[src/hw/rtl/dft_pkg.sv]
// Package for the delimited field tokenizer: field widths, character codes,
// default sizes and the record passed from the front end to the back end.
// No dependencies.
`timescale 1ns / 1ps

package dft_pkg;

  localparam int DFT_LINE_LENGTH  = 4096;
  localparam int DFT_QUEUE_DEPTH  = 4;

  localparam int DFT_CHAR_W  = 8;
  localparam int DFT_START_W = 12;
  localparam int DFT_LEN_W   = 13;

  localparam logic [DFT_LEN_W-1:0]  DFT_LEN_MAX       = 13'd8191;
  localparam logic [DFT_CHAR_W-1:0] DFT_DELIM_RESET   = 8'd44;
  localparam logic [DFT_CHAR_W-1:0] DFT_CHAR_SPACE    = 8'd32;
  localparam logic [DFT_CHAR_W-1:0] DFT_CHAR_TAB      = 8'd9;
  localparam logic [DFT_CHAR_W-1:0] DFT_CHAR_NEWLINE  = 8'd10;

  // One queued job: the first result of a character, plus the start of an
  // optional trailing empty field.
  typedef struct packed {
    logic [DFT_START_W-1:0] start;
    logic [DFT_LEN_W-1:0]   length;
    logic [DFT_LEN_W-1:0]   widest;
    logic                   err;
    logic                   done;
    logic                   two;
    logic [DFT_START_W-1:0] start2;
  } dft_entry_t;

endpackage

[src/hw/rtl/delimited_field_tokenizer_unit.sv]
// Top level of the delimited field tokenizer: front end, job queue, back end.
// Depends on dft_pkg, dft_front, dft_queue and dft_back.
`timescale 1ns / 1ps

// Usage:
// Characters of a line arrive on the in_ channel, one per transaction, with
// in_line_end set on the final character. Each transaction can cause zero,
// one or two result transactions on the out_ channel, each a trimmed field
// given as start and length together with the running widest field. The
// last result caused by one character carries out_run_last.
// The delimiter register is written over the cfg_ channel, which is always
// ready; write it only while the block is idle.
// The front end classifies each character combinationally and writes a
// queue slot at the edge that accepts it; the back end then loads the
// output register from the queue once that register is free or taken.
// Throughput: one character per cycle. The output side moves one result
// per cycle, so a character with two results occupies the back end longer;
// a four-entry job queue absorbs that and short receiver stalls.
// When the receiver stalls long enough to fill the queue, in_ready drops.
// Reset clears the line state and the widest field, and sets the delimiter
// to a comma. There is no clearing pass; the block is ready right after reset.

module delimited_field_tokenizer_unit #(
  parameter int LINE_LENGTH = dft_pkg::DFT_LINE_LENGTH,
  parameter int QUEUE_DEPTH = dft_pkg::DFT_QUEUE_DEPTH
) (
  input  logic                             clk,
  input  logic                             rst_n,
  input  logic                             in_valid,
  output logic                             in_ready,
  input  logic [dft_pkg::DFT_CHAR_W-1:0]   in_char_code,
  input  logic                             in_line_end,
  input  logic                             cfg_valid,
  output logic                             cfg_ready,
  input  logic [dft_pkg::DFT_CHAR_W-1:0]   cfg_delimiter,
  output logic                             out_valid,
  input  logic                             out_ready,
  output logic [dft_pkg::DFT_START_W-1:0]  out_field_start,
  output logic [dft_pkg::DFT_LEN_W-1:0]    out_field_length,
  output logic [dft_pkg::DFT_LEN_W-1:0]    out_widest_field,
  output logic                             out_is_error,
  output logic                             out_line_done,
  output logic                             out_run_last
);

  // Jobs flow from the front end through the queue to the back end.
  dft_pkg::dft_entry_t push_entry;
  dft_pkg::dft_entry_t pop_entry;
  logic                q_push, q_full, q_pop, q_empty;

  // The front end updates all line state in the cycle a character is taken,
  // so the back end only formats and sequences results.
  dft_front #(
    .LINE_LENGTH(LINE_LENGTH)
  ) u_front (
    .clk           (clk),
    .rst_n         (rst_n),
    .in_valid      (in_valid),
    .in_ready      (in_ready),
    .in_char_code  (in_char_code),
    .in_line_end   (in_line_end),
    .cfg_valid     (cfg_valid),
    .cfg_ready     (cfg_ready),
    .cfg_delimiter (cfg_delimiter),
    .q_full        (q_full),
    .q_push        (q_push),
    .q_entry       (push_entry)
  );

  dft_queue #(
    .DEPTH(QUEUE_DEPTH)
  ) u_queue (
    .clk       (clk),
    .rst_n     (rst_n),
    .push      (q_push),
    .push_data (push_entry),
    .full      (q_full),
    .pop       (q_pop),
    .pop_data  (pop_entry),
    .empty     (q_empty)
  );

  dft_back u_back (
    .clk              (clk),
    .rst_n            (rst_n),
    .q_empty          (q_empty),
    .q_entry          (pop_entry),
    .q_pop            (q_pop),
    .out_valid        (out_valid),
    .out_ready        (out_ready),
    .out_field_start  (out_field_start),
    .out_field_length (out_field_length),
    .out_widest_field (out_widest_field),
    .out_is_error     (out_is_error),
    .out_line_done    (out_line_done),
    .out_run_last     (out_run_last)
  );

endmodule

[src/hw/rtl/dft_front.sv]
// Front end of the tokenizer: accepts characters, tracks the line state and
// the delimiter register, and pushes one job per character that has results.
// Depends on dft_pkg.
`timescale 1ns / 1ps

module dft_front #(
  parameter int LINE_LENGTH = dft_pkg::DFT_LINE_LENGTH
) (
  input  logic                            clk,
  input  logic                            rst_n,
  input  logic                            in_valid,
  output logic                            in_ready,
  input  logic [dft_pkg::DFT_CHAR_W-1:0]  in_char_code,
  input  logic                            in_line_end,
  input  logic                            cfg_valid,
  output logic                            cfg_ready,
  input  logic [dft_pkg::DFT_CHAR_W-1:0]  cfg_delimiter,
  input  logic                            q_full,
  output logic                            q_push,
  output dft_pkg::dft_entry_t             q_entry
);

  localparam int PW    = $clog2(LINE_LENGTH + 1);
  localparam int SEXTW = (PW > dft_pkg::DFT_START_W) ? PW : dft_pkg::DFT_START_W;
  localparam int LEXTW = (PW > dft_pkg::DFT_LEN_W) ? PW : dft_pkg::DFT_LEN_W;
  localparam logic [PW-1:0] LINE_MAX = PW'(LINE_LENGTH);
  localparam logic [PW-1:0] ONE      = PW'(1);

  logic [dft_pkg::DFT_CHAR_W-1:0] delim_r;
  logic [PW-1:0] pos_r, pos_nxt;
  logic [PW-1:0] fstart_r, fstart_nxt;
  logic [PW-1:0] first_r, first_nxt;
  logic [PW-1:0] last_r, last_nxt;
  logic [PW-1:0] maxw_r, maxw_nxt;
  logic          seen_r, seen_nxt;
  logic          stopped_r, stopped_nxt;

  logic          accept;
  logic          is_delim, is_nl, is_blank, too_long, kept;
  logic          seen_u;
  logic [PW-1:0] first_u, last_u, f_len, f_start, maxw_u, pos_inc;
  logic [PW-1:0] r_start, r_len, r_widest;
  logic          r_emit, r_err, r_done, r_two;
  logic [SEXTW-1:0] s_ext, s2_ext;
  logic [LEXTW-1:0] l_ext, w_ext;

  assign in_ready  = !q_full;
  assign cfg_ready = 1'b1;
  assign accept    = in_valid && in_ready;

  always_comb begin
    is_delim = (in_char_code == delim_r);
    is_nl    = (in_char_code == dft_pkg::DFT_CHAR_NEWLINE);
    is_blank = (in_char_code == dft_pkg::DFT_CHAR_SPACE) ||
               (in_char_code == dft_pkg::DFT_CHAR_TAB);
    too_long = (pos_r >= LINE_MAX);
    kept     = !stopped_r && !too_long && !is_delim && !is_blank;
    pos_inc  = pos_r + ONE;

    // Trim bounds with this character folded in; unchanged unless kept.
    seen_u  = seen_r || kept;
    first_u = (kept && !seen_r) ? pos_r : first_r;
    last_u  = kept ? pos_r : last_r;
    f_len   = seen_u ? (last_u - first_u + ONE) : '0;
    f_start = seen_u ? first_u : fstart_r;
    maxw_u  = (f_len > maxw_r) ? f_len : maxw_r;

    r_emit   = 1'b0;
    r_start  = fstart_r;
    r_len    = '0;
    r_widest = maxw_r;
    r_err    = 1'b0;
    r_done   = 1'b0;
    r_two    = 1'b0;

    pos_nxt     = pos_r;
    fstart_nxt  = fstart_r;
    first_nxt   = first_r;
    last_nxt    = last_r;
    seen_nxt    = seen_r;
    stopped_nxt = stopped_r;
    maxw_nxt    = maxw_r;

    if (accept) begin
      if (!stopped_r) begin
        if (too_long || (is_delim && (pos_r == fstart_r))) begin
          r_emit      = 1'b1;
          r_err       = 1'b1;
          r_done      = 1'b1;
          stopped_nxt = 1'b1;
        end else if (is_delim) begin
          r_emit     = 1'b1;
          r_start    = f_start;
          r_len      = f_len;
          r_widest   = maxw_u;
          r_done     = is_nl;
          maxw_nxt   = maxw_u;
          fstart_nxt = pos_inc;
          seen_nxt   = 1'b0;
          if (is_nl) begin
            stopped_nxt = 1'b1;
          end else if (in_line_end) begin
            r_two       = 1'b1;
            stopped_nxt = 1'b1;
          end
        end else begin
          seen_nxt  = seen_u;
          first_nxt = first_u;
          last_nxt  = last_u;
          if (in_line_end) begin
            r_emit      = 1'b1;
            r_start     = f_start;
            r_len       = f_len;
            r_widest    = maxw_u;
            r_done      = 1'b1;
            maxw_nxt    = maxw_u;
            stopped_nxt = 1'b1;
          end
        end
      end

      if (in_line_end) begin
        pos_nxt     = '0;
        fstart_nxt  = '0;
        first_nxt   = '0;
        last_nxt    = '0;
        seen_nxt    = 1'b0;
        stopped_nxt = 1'b0;
      end else if (pos_r < LINE_MAX) begin
        pos_nxt = pos_inc;
      end
    end
  end

  // Pack the job: positions masked to the port width, lengths saturated.
  always_comb begin
    s_ext  = SEXTW'(r_start);
    s2_ext = SEXTW'(pos_inc);
    l_ext  = LEXTW'(r_len);
    w_ext  = LEXTW'(r_widest);
    q_entry.start  = s_ext[dft_pkg::DFT_START_W-1:0];
    q_entry.start2 = s2_ext[dft_pkg::DFT_START_W-1:0];
    q_entry.length = (l_ext > LEXTW'(dft_pkg::DFT_LEN_MAX)) ? dft_pkg::DFT_LEN_MAX :
                     l_ext[dft_pkg::DFT_LEN_W-1:0];
    q_entry.widest = (w_ext > LEXTW'(dft_pkg::DFT_LEN_MAX)) ? dft_pkg::DFT_LEN_MAX :
                     w_ext[dft_pkg::DFT_LEN_W-1:0];
    q_entry.err    = r_err;
    q_entry.done   = r_done;
    q_entry.two    = r_two;
    q_push         = r_emit;
  end

  always_ff @(posedge clk) begin
    if (!rst_n) begin
      delim_r   <= dft_pkg::DFT_DELIM_RESET;
      pos_r     <= '0;
      fstart_r  <= '0;
      first_r   <= '0;
      last_r    <= '0;
      maxw_r    <= '0;
      seen_r    <= 1'b0;
      stopped_r <= 1'b0;
    end else begin
      if (cfg_valid && cfg_ready) begin
        delim_r <= cfg_delimiter;
      end
      pos_r     <= pos_nxt;
      fstart_r  <= fstart_nxt;
      first_r   <= first_nxt;
      last_r    <= last_nxt;
      maxw_r    <= maxw_nxt;
      seen_r    <= seen_nxt;
      stopped_r <= stopped_nxt;
    end
  end

  // A stopped line produces nothing until its final character clears it.
  a_stopped_silent: assert property (@(posedge clk) disable iff (!rst_n)
    (accept && stopped_r) |-> !q_push)
    else $error("result produced after the line stopped");

  // The character position saturates at the line limit.
  a_pos_bound: assert property (@(posedge clk) disable iff (!rst_n)
    pos_r <= LINE_MAX)
    else $error("character position beyond the line limit");

endmodule

[src/hw/rtl/dft_queue.sv]
// Short register queue of jobs between the tokenizer front end and back end.
// Depends on dft_pkg.
`timescale 1ns / 1ps

module dft_queue #(
  parameter int DEPTH = dft_pkg::DFT_QUEUE_DEPTH
) (
  input  logic                clk,
  input  logic                rst_n,
  input  logic                push,
  input  dft_pkg::dft_entry_t push_data,
  output logic                full,
  input  logic                pop,
  output dft_pkg::dft_entry_t pop_data,
  output logic                empty
);

  localparam int AW = (DEPTH > 1) ? $clog2(DEPTH) : 1;
  localparam int CW = $clog2(DEPTH + 1);
  localparam logic [AW-1:0] LAST_IDX = AW'(DEPTH - 1);
  localparam logic [CW-1:0] CNT_FULL = CW'(DEPTH);

  dft_pkg::dft_entry_t slot_r [DEPTH];
  logic [AW-1:0] wr_ptr_r, wr_ptr_nxt;
  logic [AW-1:0] rd_ptr_r, rd_ptr_nxt;
  logic [CW-1:0] cnt_r, cnt_nxt;
  logic          do_push, do_pop;

  assign full     = (cnt_r == CNT_FULL);
  assign empty    = (cnt_r == '0);
  assign pop_data = slot_r[rd_ptr_r];
  assign do_push  = push && !full;
  assign do_pop   = pop && !empty;

  always_comb begin
    wr_ptr_nxt = wr_ptr_r;
    rd_ptr_nxt = rd_ptr_r;
    cnt_nxt    = cnt_r;
    if (do_push) begin
      wr_ptr_nxt = (wr_ptr_r == LAST_IDX) ? '0 : wr_ptr_r + AW'(1);
    end
    if (do_pop) begin
      rd_ptr_nxt = (rd_ptr_r == LAST_IDX) ? '0 : rd_ptr_r + AW'(1);
    end
    case ({do_push, do_pop})
      2'b10:   cnt_nxt = cnt_r + CW'(1);
      2'b01:   cnt_nxt = cnt_r - CW'(1);
      default: cnt_nxt = cnt_r;
    endcase
  end

  always_ff @(posedge clk) begin
    if (do_push) begin
      slot_r[wr_ptr_r] <= push_data;
    end
  end

  always_ff @(posedge clk) begin
    if (!rst_n) begin
      wr_ptr_r <= '0;
      rd_ptr_r <= '0;
      cnt_r    <= '0;
    end else begin
      wr_ptr_r <= wr_ptr_nxt;
      rd_ptr_r <= rd_ptr_nxt;
      cnt_r    <= cnt_nxt;
    end
  end

  // The front end only pushes while space is left.
  a_no_overflow: assert property (@(posedge clk) disable iff (!rst_n)
    push |-> !full)
    else $error("job pushed into a full queue");

endmodule

[src/hw/rtl/dft_back.sv]
// Back end of the tokenizer: pops jobs and presents their one or two results
// from an output register. Depends on dft_pkg.
`timescale 1ns / 1ps

module dft_back (
  input  logic                             clk,
  input  logic                             rst_n,
  input  logic                             q_empty,
  input  dft_pkg::dft_entry_t              q_entry,
  output logic                             q_pop,
  output logic                             out_valid,
  input  logic                             out_ready,
  output logic [dft_pkg::DFT_START_W-1:0]  out_field_start,
  output logic [dft_pkg::DFT_LEN_W-1:0]    out_field_length,
  output logic [dft_pkg::DFT_LEN_W-1:0]    out_widest_field,
  output logic                             out_is_error,
  output logic                             out_line_done,
  output logic                             out_run_last
);

  logic                            out_valid_r, out_valid_nxt;
  logic                            pend_r, pend_nxt;
  logic [dft_pkg::DFT_START_W-1:0] start_r, start_nxt;
  logic [dft_pkg::DFT_START_W-1:0] start2_r, start2_nxt;
  logic [dft_pkg::DFT_LEN_W-1:0]   len_r, len_nxt;
  logic [dft_pkg::DFT_LEN_W-1:0]   widest_r, widest_nxt;
  logic                            err_r, err_nxt;
  logic                            done_r, done_nxt;
  logic                            last_r, last_nxt;
  logic                            advance;

  assign advance = !out_valid_r || out_ready;
  assign q_pop   = advance && !pend_r && !q_empty;

  always_comb begin
    out_valid_nxt = out_valid_r;
    pend_nxt      = pend_r;
    start_nxt     = start_r;
    start2_nxt    = start2_r;
    len_nxt       = len_r;
    widest_nxt    = widest_r;
    err_nxt       = err_r;
    done_nxt      = done_r;
    last_nxt      = last_r;
    if (advance) begin
      if (pend_r) begin
        // Trailing empty field after a delimiter on the final character.
        out_valid_nxt = 1'b1;
        pend_nxt      = 1'b0;
        start_nxt     = start2_r;
        len_nxt       = '0;
        err_nxt       = 1'b0;
        done_nxt      = 1'b1;
        last_nxt      = 1'b1;
      end else if (!q_empty) begin
        out_valid_nxt = 1'b1;
        pend_nxt      = q_entry.two;
        start_nxt     = q_entry.start;
        start2_nxt    = q_entry.start2;
        len_nxt       = q_entry.length;
        widest_nxt    = q_entry.widest;
        err_nxt       = q_entry.err;
        done_nxt      = q_entry.done;
        last_nxt      = !q_entry.two;
      end else begin
        out_valid_nxt = 1'b0;
      end
    end
  end

  always_ff @(posedge clk) begin
    if (!rst_n) begin
      out_valid_r <= 1'b0;
      pend_r      <= 1'b0;
    end else begin
      out_valid_r <= out_valid_nxt;
      pend_r      <= pend_nxt;
    end
  end

  always_ff @(posedge clk) begin
    start_r  <= start_nxt;
    start2_r <= start2_nxt;
    len_r    <= len_nxt;
    widest_r <= widest_nxt;
    err_r    <= err_nxt;
    done_r   <= done_nxt;
    last_r   <= last_nxt;
  end

  assign out_valid        = out_valid_r;
  assign out_field_start  = start_r;
  assign out_field_length = len_r;
  assign out_widest_field = widest_r;
  assign out_is_error     = err_r;
  assign out_line_done    = done_r;
  assign out_run_last     = last_r;

  // A pending second result always sits behind a shown first result.
  a_pend_shown: assert property (@(posedge clk) disable iff (!rst_n)
    pend_r |-> out_valid_r)
    else $error("second result pending without a first one shown");

  // Taking a first-of-two result brings the closing empty field next.
  a_second_follows: assert property (@(posedge clk) disable iff (!rst_n)
    (out_valid_r && out_ready && !last_r) |=>
      (out_valid_r && last_r && done_r && (len_r == '0)))
    else $error("second result of a character did not follow");

endmodule

[config.mk]
export PLATFORM = sky130hd
export DESIGN_NAME = delimited_field_tokenizer_unit
export DESIGN_NICKNAME = d
export VERILOG_FILES = /design/src/hw/rtl/dft_pkg.sv /design/src/hw/rtl/delimited_field_tokenizer_unit.sv /design/src/hw/rtl/dft_front.sv /design/src/hw/rtl/dft_queue.sv /design/src/hw/rtl/dft_back.sv
export SDC_FILE = /design/constraint.sdc
export NUM_CORES = 1
export LEC_CHECK = 0
export BUFFER_PORTS_ARGS = -buffer_cell sky130_fd_sc_hd__buf_2
export CAP_MARGIN = 20
export CORE_MARGIN = 8
export CORE_UTILIZATION = 58
export DETAILED_ROUTE_END_ITERATION = 10
export PLACE_DENSITY = 0.76
export REMOVE_ABC_BUFFERS = 1
export SYNTH_ARGS = -nofsm -noshare
export SYNTH_HDL_FRONTEND = slang
export SYNTH_SLANG_ARGS = --single-unit
export TNS_END_PERCENT = 1
[constraint.sdc]
create_clock -name clk -period 12.7 [get_ports clk]
set_input_delay 1.27 -clock clk [delete_from_list [all_inputs] [get_ports clk]]
set_output_delay 1.27 -clock clk [all_outputs]
set_load 0.005 [all_outputs]
==> impl_metrics.env <==
export IMPL_synth_compound_area_frac=0.0734
export IMPL_chipHeight_um=177
export IMPL_cts_clk_slew_worst_paths_ns=0.06
export IMPL_drive_gt1_frac=0.197
export IMPL_initial_core_util=0.592
export IMPL_synthDistinctLibCells=63
export IMPL_tritoncts="yes"
export IMPL_slew_violations=0
export IMPL_critPathMaxStageDelay_ns=0.83
export IMPL_ctsHoldBuffers=0
export IMPL_slew_headroom=0.240
export IMPL_synthCells=1061
export IMPL_grt_setup_unrepaired="false"
export IMPL_crit_top_cell="ha_1"
export IMPL_synthSimpleGateAreaFrac=0.0913
export IMPL_grt_pass1_wl_um=48400
export IMPL_antenna_left=0
export IMPL_cp_start_kind="primary input"
export IMPL_finalHoldViolations=0
export IMPL_diodes=0
export IMPL_overflow=0
export IMPL_critical_path_required_ns=13.05
export IMPL_vias_per_cell=5.94
export IMPL_fillers=1761
export IMPL_dp_hpwl_um=18700
export IMPL_cts_max_level=2
export IMPL_cts_resized=0
export IMPL_route_vias_total=8756
export IMPL_p_per_area_nw_per_um2=183
export IMPL_syn_to_final_growth_pct=12.4
export IMPL_tightest_slew_ns=1.14
export IMPL_dp_slack_ns=5.08
export IMPL_path_cells="buf_2, xnor2_1, nand4_1, o211ai_2, nor2_2, mux2i_1, ha_1, ha_1, a21oi_1, o21ai_0, a31oi_1, mux2i_1, nor2_1, mux2_2, a21oi_2, ha_1, a211oi_1, a311o_1, o21ai_0, nand2_1"
export IMPL_ioPinCount=66
export IMPL_core_um2=25300
export IMPL_drt_initial_drc_count=755
export IMPL_synth_edf_count=265
export IMPL_leakage_uw=0.00601
export IMPL_netlist_top_cells_count="265 x edfxtp_1, 105 x nor2_1, 86 x dfxtp_1"
export IMPL_antenna_found_initial=0
export IMPL_hold_class="flop to flop"
export IMPL_syn_area_per_cell_um2=14.1
export IMPL_synth_top_family_by_area="multiplexers"
export IMPL_yosysMostFrequentCell="edfxtp_1"
export IMPL_clock_latency_ns=0.52
export IMPL_finalCritPeriodShare=0.568
export IMPL_status="complete, no violations"
export IMPL_fin_crit_ns=7.21
export IMPL_crit_path_max_fanout=19
export IMPL_first_pass_iters=5
export IMPL_synthAdderAreaFrac=0.0353
export IMPL_fin_worst_skew_ns=0.0207
export IMPL_path_class="primary input to flop"
export IMPL_ctsLongestPathBuffers=3
export IMPL_wl_per_cell_um=20.3
export IMPL_routed_wl_um=30000
export IMPL_nets=1179
export IMPL_cp_data_arrival_time_ns=7.56
export IMPL_cts_sinks=351
export IMPL_portBuffers=64
export IMPL_die_w_um=177
export IMPL_gp_congestion=0.905
export IMPL_ys_seq_area_frac=0.647
export IMPL_critPathTopFamily="compound AO/OA/AOI/OAI gates"
export IMPL_die_area_um2=31200
export IMPL_cts_root_buf="clkbuf_16"
export IMPL_synth_flop_cell="edfxtp_1"
export IMPL_synth_area_um2=15000
export IMPL_timing_max_cap_violations=0
export IMPL_slowest_stage="nor2_2"
export IMPL_max_freq_mhz=139
export IMPL_cts_setup_buffers=0
export IMPL_yosys_area_top_type_share=0.532
export IMPL_cp_num_buf_inv=1
export IMPL_grt_pass1_vias=8914
export IMPL_cp_end_kind="flop"
export IMPL_finalWorstSetupSlack_ns=5.49
export IMPL_setup_tns_ns=0
export IMPL_synthArstFlopShare=0
export IMPL_max_vdd_ir_drop_uv=224
export IMPL_yosysTopAreaCell="edfxtp_1"
export IMPL_drc=0
export IMPL_muxShareOfSynthArea=0.107
export IMPL_grtUsageTotal=0.196
export IMPL_ys_ff_latch=351
export IMPL_cts_buffers=36
export IMPL_synth_xor_area_frac=0.0223
export IMPL_setup_viol=0
export IMPL_synth_warning_count=0
export IMPL_synth_area_top_cells="edfxtp_1 53%, dfxtp_1 12%, mux4_2 8.0%"
export IMPL_grt_start_max_net_pins=64
export IMPL_num_rows=58
## stage by stage
stage	cell area, µm²	total power, µW	cells	hold WS, ns	utilization
after floorplan	14700	1820	1005	0.454	-
after global placement	15600	2010	1408	0.464	0.616
after detailed placement	15600	2020	1408	0.478	0.616
after CTS	16800	3110	1474	0.491	0.666
after global routing	16800	3210	1474	0.510	0.666
final	16800	3080	1474	0.490	0.666
## path summary, 6_finish.rpt
path                                                 startpoint                         endpoint  slack, ns  cells after the start
worst max register to register  u_front.delim_r[3]$_SDFFE_PN1P_  u_queue.slot_r[3][23]$_DFFE_PP_       6.06                     19
worst max-delay path                            in_char_code[3]  u_queue.slot_r[3][23]$_DFFE_PP_       5.49                     20
worst min-delay path            u_front.first_r[2]$_SDFFE_PN0P_  u_front.first_r[2]$_SDFFE_PN0P_       0.49                      2
worst min register to register  u_front.first_r[2]$_SDFFE_PN0P_  u_front.first_r[2]$_SDFFE_PN0P_       0.49                      2
## layer usage
layer	up-vias	GRT usage	share of wire
met4	0	0.0609	0.023
li1	4105	-	-
met1	4353	0.270	0.45
met5	-	0	0
met3	44	0.0346	0.054
met2	254	0.314	0.47
## cell families after synthesis
group | count (synthesis)
buffers and inverters | 83
AND/OR/NAND/NOR | 293
other | 1
AO/OA/AOI/OAI | 163
XOR/XNOR | 38
flip-flops | 351
adder cells (fa/ha/maj) | 41
multiplexers | 91
## state kept, by name, summed over array words and instances, names as in the netlist, 2 cells and up, named ones only
register                 flops
u_back.out_field_length     13
u_back.out_field_start      12
u_back.out_widest_field     13
u_back.start2_r             12
u_front.delim_r              8
u_front.first_r             13
u_front.fstart_r            13
u_front.last_r              13
u_front.maxw_r              13
u_front.pos_r               13
u_queue.cnt_r                3
u_queue.rd_ptr_r             2
u_queue.slot_r             212
u_queue.wr_ptr_r             2
## power breakdown
group / switching [µW] / total [µW] / leakage, µW / internal (µW)
combinational: 283 / 517 / 0.00218 / 234
sequential: 50.1 / 1460 / 0.00322 / 1410
clock: 431 / 1100 / 0.000613 / 665
total: 764 / 3080 / 0.00601 / 2310
## layout by cell type (no fill, tap or decap), drive strengths merged, types with 6 or more instances in the layout
cell type	Yosys	routed
mux4	53	53
mux2i	24	24
nand2b	7	7
a21oi	39	39
clkinv	0	12
mux2	14	14
ha	39	39
nand2	68	68
xnor2	24	24
nor3	19	19
nand4	6	6
clkbuf	33	47
and2	15	15
edfxtp	265	265
xor2	14	14
inv	27	27
o21ai	43	43
buf	23	73
a22oi	38	38
nand3	21	21
nor2	107	107
nor2b	22	22
dfxtp	86	86
and3	9	9
o21a	6	6
## area by class of cell
type / instances / area [µm²] / share of cell area
repair buffers: 73 / 388 / 0.0231
flip-flops and latches: 351 / 9680 / 0.576
well taps: 330 / 413 / 0.0245
clock inverters: 19 / 219 / 0.0130
clock buffers: 47 / 1040 / 0.0621
inverters: 27 / 101 / 0.00603
multi-input cells: 627 / 4970 / 0.295
## worst min-delay path, delay by kind of cell (launching register included)
kind,cells,cell delay [ns]
AND/OR/NAND/NOR,1,0.07
AO/OA/AOI/OAI,1,0.06
flip-flops,1,0.33
(Power assumes the default switching activity.)
